[src/rtl/core/qmm_pkg.sv]
`timescale 1ns / 1ps
// ----------------------------------------------------------------------------
// qmm_pkg
// Shared widths, register map, reset values and stage enables of the
// quadrotor motor mixer.
// ----------------------------------------------------------------------------
package qmm_pkg;

  localparam int unsigned InW     = 24;  // Q4.20 input fields
  localparam int unsigned GainW   = 32;
  localparam int unsigned ProdW   = 56;  // 24 x 32 signed/unsigned product
  localparam int unsigned PairW   = ProdW + 1;
  localparam int unsigned SumW    = ProdW + 2;
  localparam int unsigned FracSh  = 28;
  localparam int unsigned W2W     = 32;
  localparam int unsigned SpeedW  = 16;
  localparam int unsigned DutyW   = 16;
  localparam int unsigned RootSteps = W2W / 2;
  localparam int unsigned NumMotors = 4;
  localparam int unsigned AddrW   = 5;
  localparam int unsigned DataW   = 32;

  localparam logic [GainW-1:0] QuadCoeffRst = 32'd32651097;
  localparam logic [GainW-1:0] LinCoeffRst  = 32'd1263;

  typedef enum logic [2:0] {
    REG_THRUST_GAIN     = 3'd0,
    REG_ROLL_PITCH_GAIN = 3'd1,
    REG_YAW_GAIN        = 3'd2,
    REG_QUAD_COEFF      = 3'd3,
    REG_LIN_COEFF       = 3'd4,
    REG_ARMED           = 3'd5
  } reg_idx_e;

  // per-stage load enables, front to back
  typedef struct packed {
    logic                 prod;
    logic                 pair;
    logic                 sq;
    logic [RootSteps-1:0] root;
    logic                 mul;
    logic                 duty;
  } stage_en_t;

endpackage

[src/rtl/core/qmm_lane.sv]
`timescale 1ns / 1ps
// ----------------------------------------------------------------------------
// qmm_lane
// One motor: squared speed with clamp, pipelined integer square root and
// duty computation with saturation, zero while the lane is not armed.
// ----------------------------------------------------------------------------
module qmm_lane (
  input  logic                                clk_i,
  input  qmm_pkg::stage_en_t                  en_i,
  input  logic signed [qmm_pkg::PairW-1:0]    op_a_i,
  input  logic signed [qmm_pkg::PairW-1:0]    op_b_i,
  input  logic        [qmm_pkg::GainW-1:0]    quad_coeff_i,
  input  logic        [qmm_pkg::GainW-1:0]    lin_coeff_i,
  input  logic                                armed_i,
  output logic        [qmm_pkg::DutyW-1:0]    duty_o,
  output logic        [qmm_pkg::SpeedW-1:0]   speed_o
);

  localparam int unsigned N = qmm_pkg::RootSteps;
  localparam int unsigned W = qmm_pkg::W2W;

  logic signed [qmm_pkg::SumW-1:0] sum;

  // index 0 is the squared-speed stage, 1..N the root steps
  logic [W-1:0] rem_q  [N+1];
  logic [W-1:0] root_q [N+1];
  logic [W-1:0] w2_q   [N+1];

  assign sum = qmm_pkg::SumW'(op_a_i) + qmm_pkg::SumW'(op_b_i);

  always_ff @(posedge clk_i) begin
    if (en_i.sq) begin
      // sum < 2^57, so the shifted value always fits 32 bits
      if (sum[qmm_pkg::SumW-1]) begin
        w2_q[0]  <= '0;
        rem_q[0] <= '0;
      end else begin
        w2_q[0]  <= W'(sum[qmm_pkg::SumW-2:qmm_pkg::FracSh]);
        rem_q[0] <= W'(sum[qmm_pkg::SumW-2:qmm_pkg::FracSh]);
      end
      root_q[0] <= '0;
    end
  end

  for (genvar k = 0; k < N; k++) begin : g_root
    localparam logic [W-1:0] Bit = W'(1) << (W - 2 - 2 * k);
    logic [W:0]   trial;
    logic [W-1:0] rem_d, root_d;

    assign trial = {1'b0, root_q[k]} + {1'b0, Bit};

    always_comb begin
      if ({1'b0, rem_q[k]} >= trial) begin
        rem_d  = rem_q[k] - trial[W-1:0];
        root_d = (root_q[k] >> 1) + Bit;
      end else begin
        rem_d  = rem_q[k];
        root_d = root_q[k] >> 1;
      end
    end

    always_ff @(posedge clk_i) begin
      if (en_i.root[k]) begin
        rem_q[k+1]  <= rem_d;
        root_q[k+1] <= root_d;
        w2_q[k+1]   <= w2_q[k];
      end
    end
  end

  logic [2*W-1:0]                         quad_q;
  logic [qmm_pkg::SpeedW+W-1:0]           lin_q;
  logic [qmm_pkg::SpeedW-1:0]             spd_mul_q;
  logic [2*W:0]                           duty_sum;
  logic [qmm_pkg::DutyW-1:0]              duty_d;

  always_ff @(posedge clk_i) begin
    if (en_i.mul) begin
      quad_q    <= w2_q[N] * quad_coeff_i;
      lin_q     <= root_q[N][qmm_pkg::SpeedW-1:0] * lin_coeff_i;
      spd_mul_q <= root_q[N][qmm_pkg::SpeedW-1:0];
    end
  end

  assign duty_sum = {1'b0, quad_q} + (2*W+1)'(lin_q);

  always_comb begin
    if (!armed_i) begin
      duty_d = '0;
    end else if (duty_sum[2*W:W+qmm_pkg::DutyW] != '0) begin
      duty_d = '1;
    end else begin
      duty_d = duty_sum[W+qmm_pkg::DutyW-1:W];
    end
  end

  always_ff @(posedge clk_i) begin
    if (en_i.duty) begin
      duty_o  <= duty_d;
      speed_o <= spd_mul_q;
    end
  end

endmodule

[config.mk]
export PLATFORM = sky130hd
export DESIGN_NAME = qmm_lane
export DESIGN_NICKNAME = d
export VERILOG_FILES = /design/src/rtl/core/qmm_pkg.sv /design/src/rtl/core/qmm_lane.sv
export SDC_FILE = /design/constraint.sdc
export NUM_CORES = 2
export LEC_CHECK = 0
export BUFFER_PORTS_ARGS = -buffer_cell sky130_fd_sc_hd__buf_2
export CAP_MARGIN = 20
export CORE_MARGIN = 3
export CORE_UTILIZATION = 55
export DETAILED_ROUTE_END_ITERATION = 16
export HOLD_SLACK_MARGIN = 0.03
export PLACE_DENSITY = 0.72
export SLEW_MARGIN = 0
export SYNTH_ARGS = -nofsm -noshare
export SYNTH_HDL_FRONTEND = slang
export SYNTH_SLANG_ARGS = --single-unit
export TNS_END_PERCENT = 30
[constraint.sdc]
create_clock -name clk_i -period 15.2 [get_ports clk_i]
set_input_delay 4.56 -clock clk_i [delete_from_list [all_inputs] [get_ports clk_i]]
set_output_delay 4.56 -clock clk_i [all_outputs]
set_load 0.05 [all_outputs]
==> flow_metrics.tcl <==
set metrics [dict create \
    maxSlewViolCount 0 \
    post-cts-setup-buffers 0 \
    die_w_um 410.8 \
    cts.clk_slew.worst_paths_ns 0.07 \
    cp_slowest_stage_delay_ns 0.65 \
    drc 0 \
    via_per_inst 5.574 \
    drt_iter0_drc 3668 \
    io_pins 233 \
    path_common_cell "fa_1" \
    tns_ns 0 \
    yosys_warnings 0 \
    port_buffers 229 \
    max-cap-violations 0 \
    place_area_sq_mm 0.09317 \
    avgSynthCellArea_sq_um 10.84 \
    worstSkewPairLatency_ns 0.72 \
    initial_core_util_pct 55.74 \
    status "finished clean" \
    syn_inst 8311 \
    drive_above_1_share_pct 5.676 \
    cts_tree "built" \
    coreArea_sq_mm 0.1617 \
    grt_pass1_vias 63557 \
    synth_edf_count 1007 \
    netlist.top_cell.by_area "edfxtp_1" \
    netlist_area_sq_mm 0.09011 \
    cpMaxStageDelayCell "fa_1" \
    synth_seq_area_share_pct 33.56 \
    final_common_cell "inv_1" \
    worst-r2r-cell-count 27 \
    worstMarginPinSlew_ns 1.092 \
    post_cts_resize_count 0 \
    grt_start_max_net_pins 71 \
    nFillCells 13045 \
    crit_type "in2reg" \
    worstHoldPathCells 0 \
    root_buffer "clkbuf_16" \
    cp.depth 27 \
    grt-ovfl-total 0 \
    final_cell_mix "inv_1 (1,439), fa_1 (1,197), edfxtp_1 (1,007)" \
    cts_buffer_depth 3 \
    critPathCaptureType "flop" \
    wl_per_cell_um 19.14 \
    relSlewSlack_pct 27.17 \
    post-route-min-period_ns 12.48 \
    synth_top_area_share_pct 33.56 \
    holdWs_ns 0.3892 \
    fin_skew_ns 0.05577 \
    final_core_utilization_pct 59.64 \
    numCtsBuffers 101 \
    ys_top_cells_by_area "edfxtp_1 (34%), fa_1 (27%), ha_1 (9.1%)" \
    drt_pass1_iterations 5 \
    cp_max_fo 29 \
    cp_top_family "adder cells" \
    hp-class "reg2reg" \
    wl_um 203300 \
    place.detailed.hpwl_um 150700 \
    htreeDepth 3 \
    synth_seq_cells 1007 \
    fin_nets 10430 \
    drtAntennaViolNets 0 \
    die_h_um 410.8 \
    synth_cell_type_count 85 \
    antenna_found_initial 10 \
    die-area_sq_mm 0.1687 \
    hold_viol_final 0 \
    finalSetupViolCount 0 \
    arrival_ns 12.88 \
    ys_async_sr_fraction_pct 0 \
    vias 59192 \
    critPathRequiredTime_ns 15.61 \
    path_buf_inv 6 \
    hold_buffers 0 \
    synth_ff_type "edfxtp_1" \
    design_area_sq_mm 0.09643 \
    grt_pass1_wl_um 333700 \
    core.rowCount 147 \
    period_share_pct 82.09 \
    cts_sinks 1007 \
    rsz0062_at_grt "false" \
    synthToLayoutAreaGrowth_pct 7.003 \
    fmax_mhz 80.14 \
    grtUsageTotal_pct 24.87 \
    cp-start-kind "input port" \
    gp_congestion 0.9066 \
]
cells in the mapped netlist (6+ instances only):
cell type	number
and2_1	738
xor2_1	114
nor2b_1	40
nor3_1	86
or4_1	14
edfxtp_1	1007
o2111ai_1	10
nor4_1	61
inv_1	1439
clkbuf_1	319
or3_1	32
nand2_1	923
a21boi_0	28
a31oi_1	26
nor3b_1	6
o21bai_1	24
xnor2_1	205
nand4_1	60
o21a_1	78
nor4b_1	16
mux2_2	14
a211oi_1	23
a21o_1	139
a211o_1	11
a221oi_1	6
and4_1	11
fa_1	1197
and3_1	20
or2_2	15
nand3b_1	15
a2111oi_0	6
a21oi_1	268
o31ai_1	27
a41oi_1	7
o21ai_0	189
nor2_1	263
o211ai_1	6
nand3_1	79
ha_1	656
nand2b_1	44
state kept, by name (all words and copies together) (netlist names):
signal     flops
lin_q         48
speed_o       15
spd_mul_q     15
duty_o        16
quad_q        64
w2_q         281
root_q       120
rem_q        448
per-layer routing:
metal  GRT usage (%)  vias to the layer above  wire, um
met5               0                        -        23
met4           11.66                        4     10570
met2           43.68                     1759    103700
li1                -                    26928         -
met3           3.397                      533     10760
met1           30.36                    29968     78230
cell type report:
class                      count  area (sq um)  area share [%]
sequential                  1007         30240           31.36
clock buffer                 114          2576           2.672
antenna                        4         10.01         0.01038
multi-input combinational   5540         53260           55.23
timing repair buffer         287          1588           1.647
clock inverter                69         648.1          0.6722
tap                         2160          2703           2.803
inverter                    1439          5401           5.602
path summary, 6_finish.rpt:
check / startpoint / end / slack, ns
worst min-delay path: w2_q[0][184] / w2_q[0][216] / 0.39
worst max register to register: w2_q[2][6] / quad_q[63] / 6.37
worst max-delay path: quad_coeff_i[25] / quad_q[63] / 2.72
worst min register to register: w2_q[0][184] / w2_q[0][216] / 0.39
stage by stage:
| stage | worst slack, ns | instances |
|---|---|---|
| 3_3_place_gp | 2.242 | 10431 |
| 3_5_place_dp | 2.092 | 10431 |
| 2_1_floorplan | 3.204 | 8313 |
| 4_1_cts | 2.827 | 10614 |
| 6_report | 2.722 | 10620 |
| 5_1_grt | 2.323 | 10618 |
cells by family after synthesis:
family,Yosys count,synth area share [%]
simple gates,2440,13.60
fa+ha+maj,1853,35.70
buf+inv,1766,7.367
flops,1007,33.56
compound gates,908,6.459
xor+xnor,319,3.100
mux,17,0.2083
other cells,1,0.004161
Power is left out: the tool's default activity adds up to more than one toggle a clock period on the data nets, which glitch-free logic cannot reach.
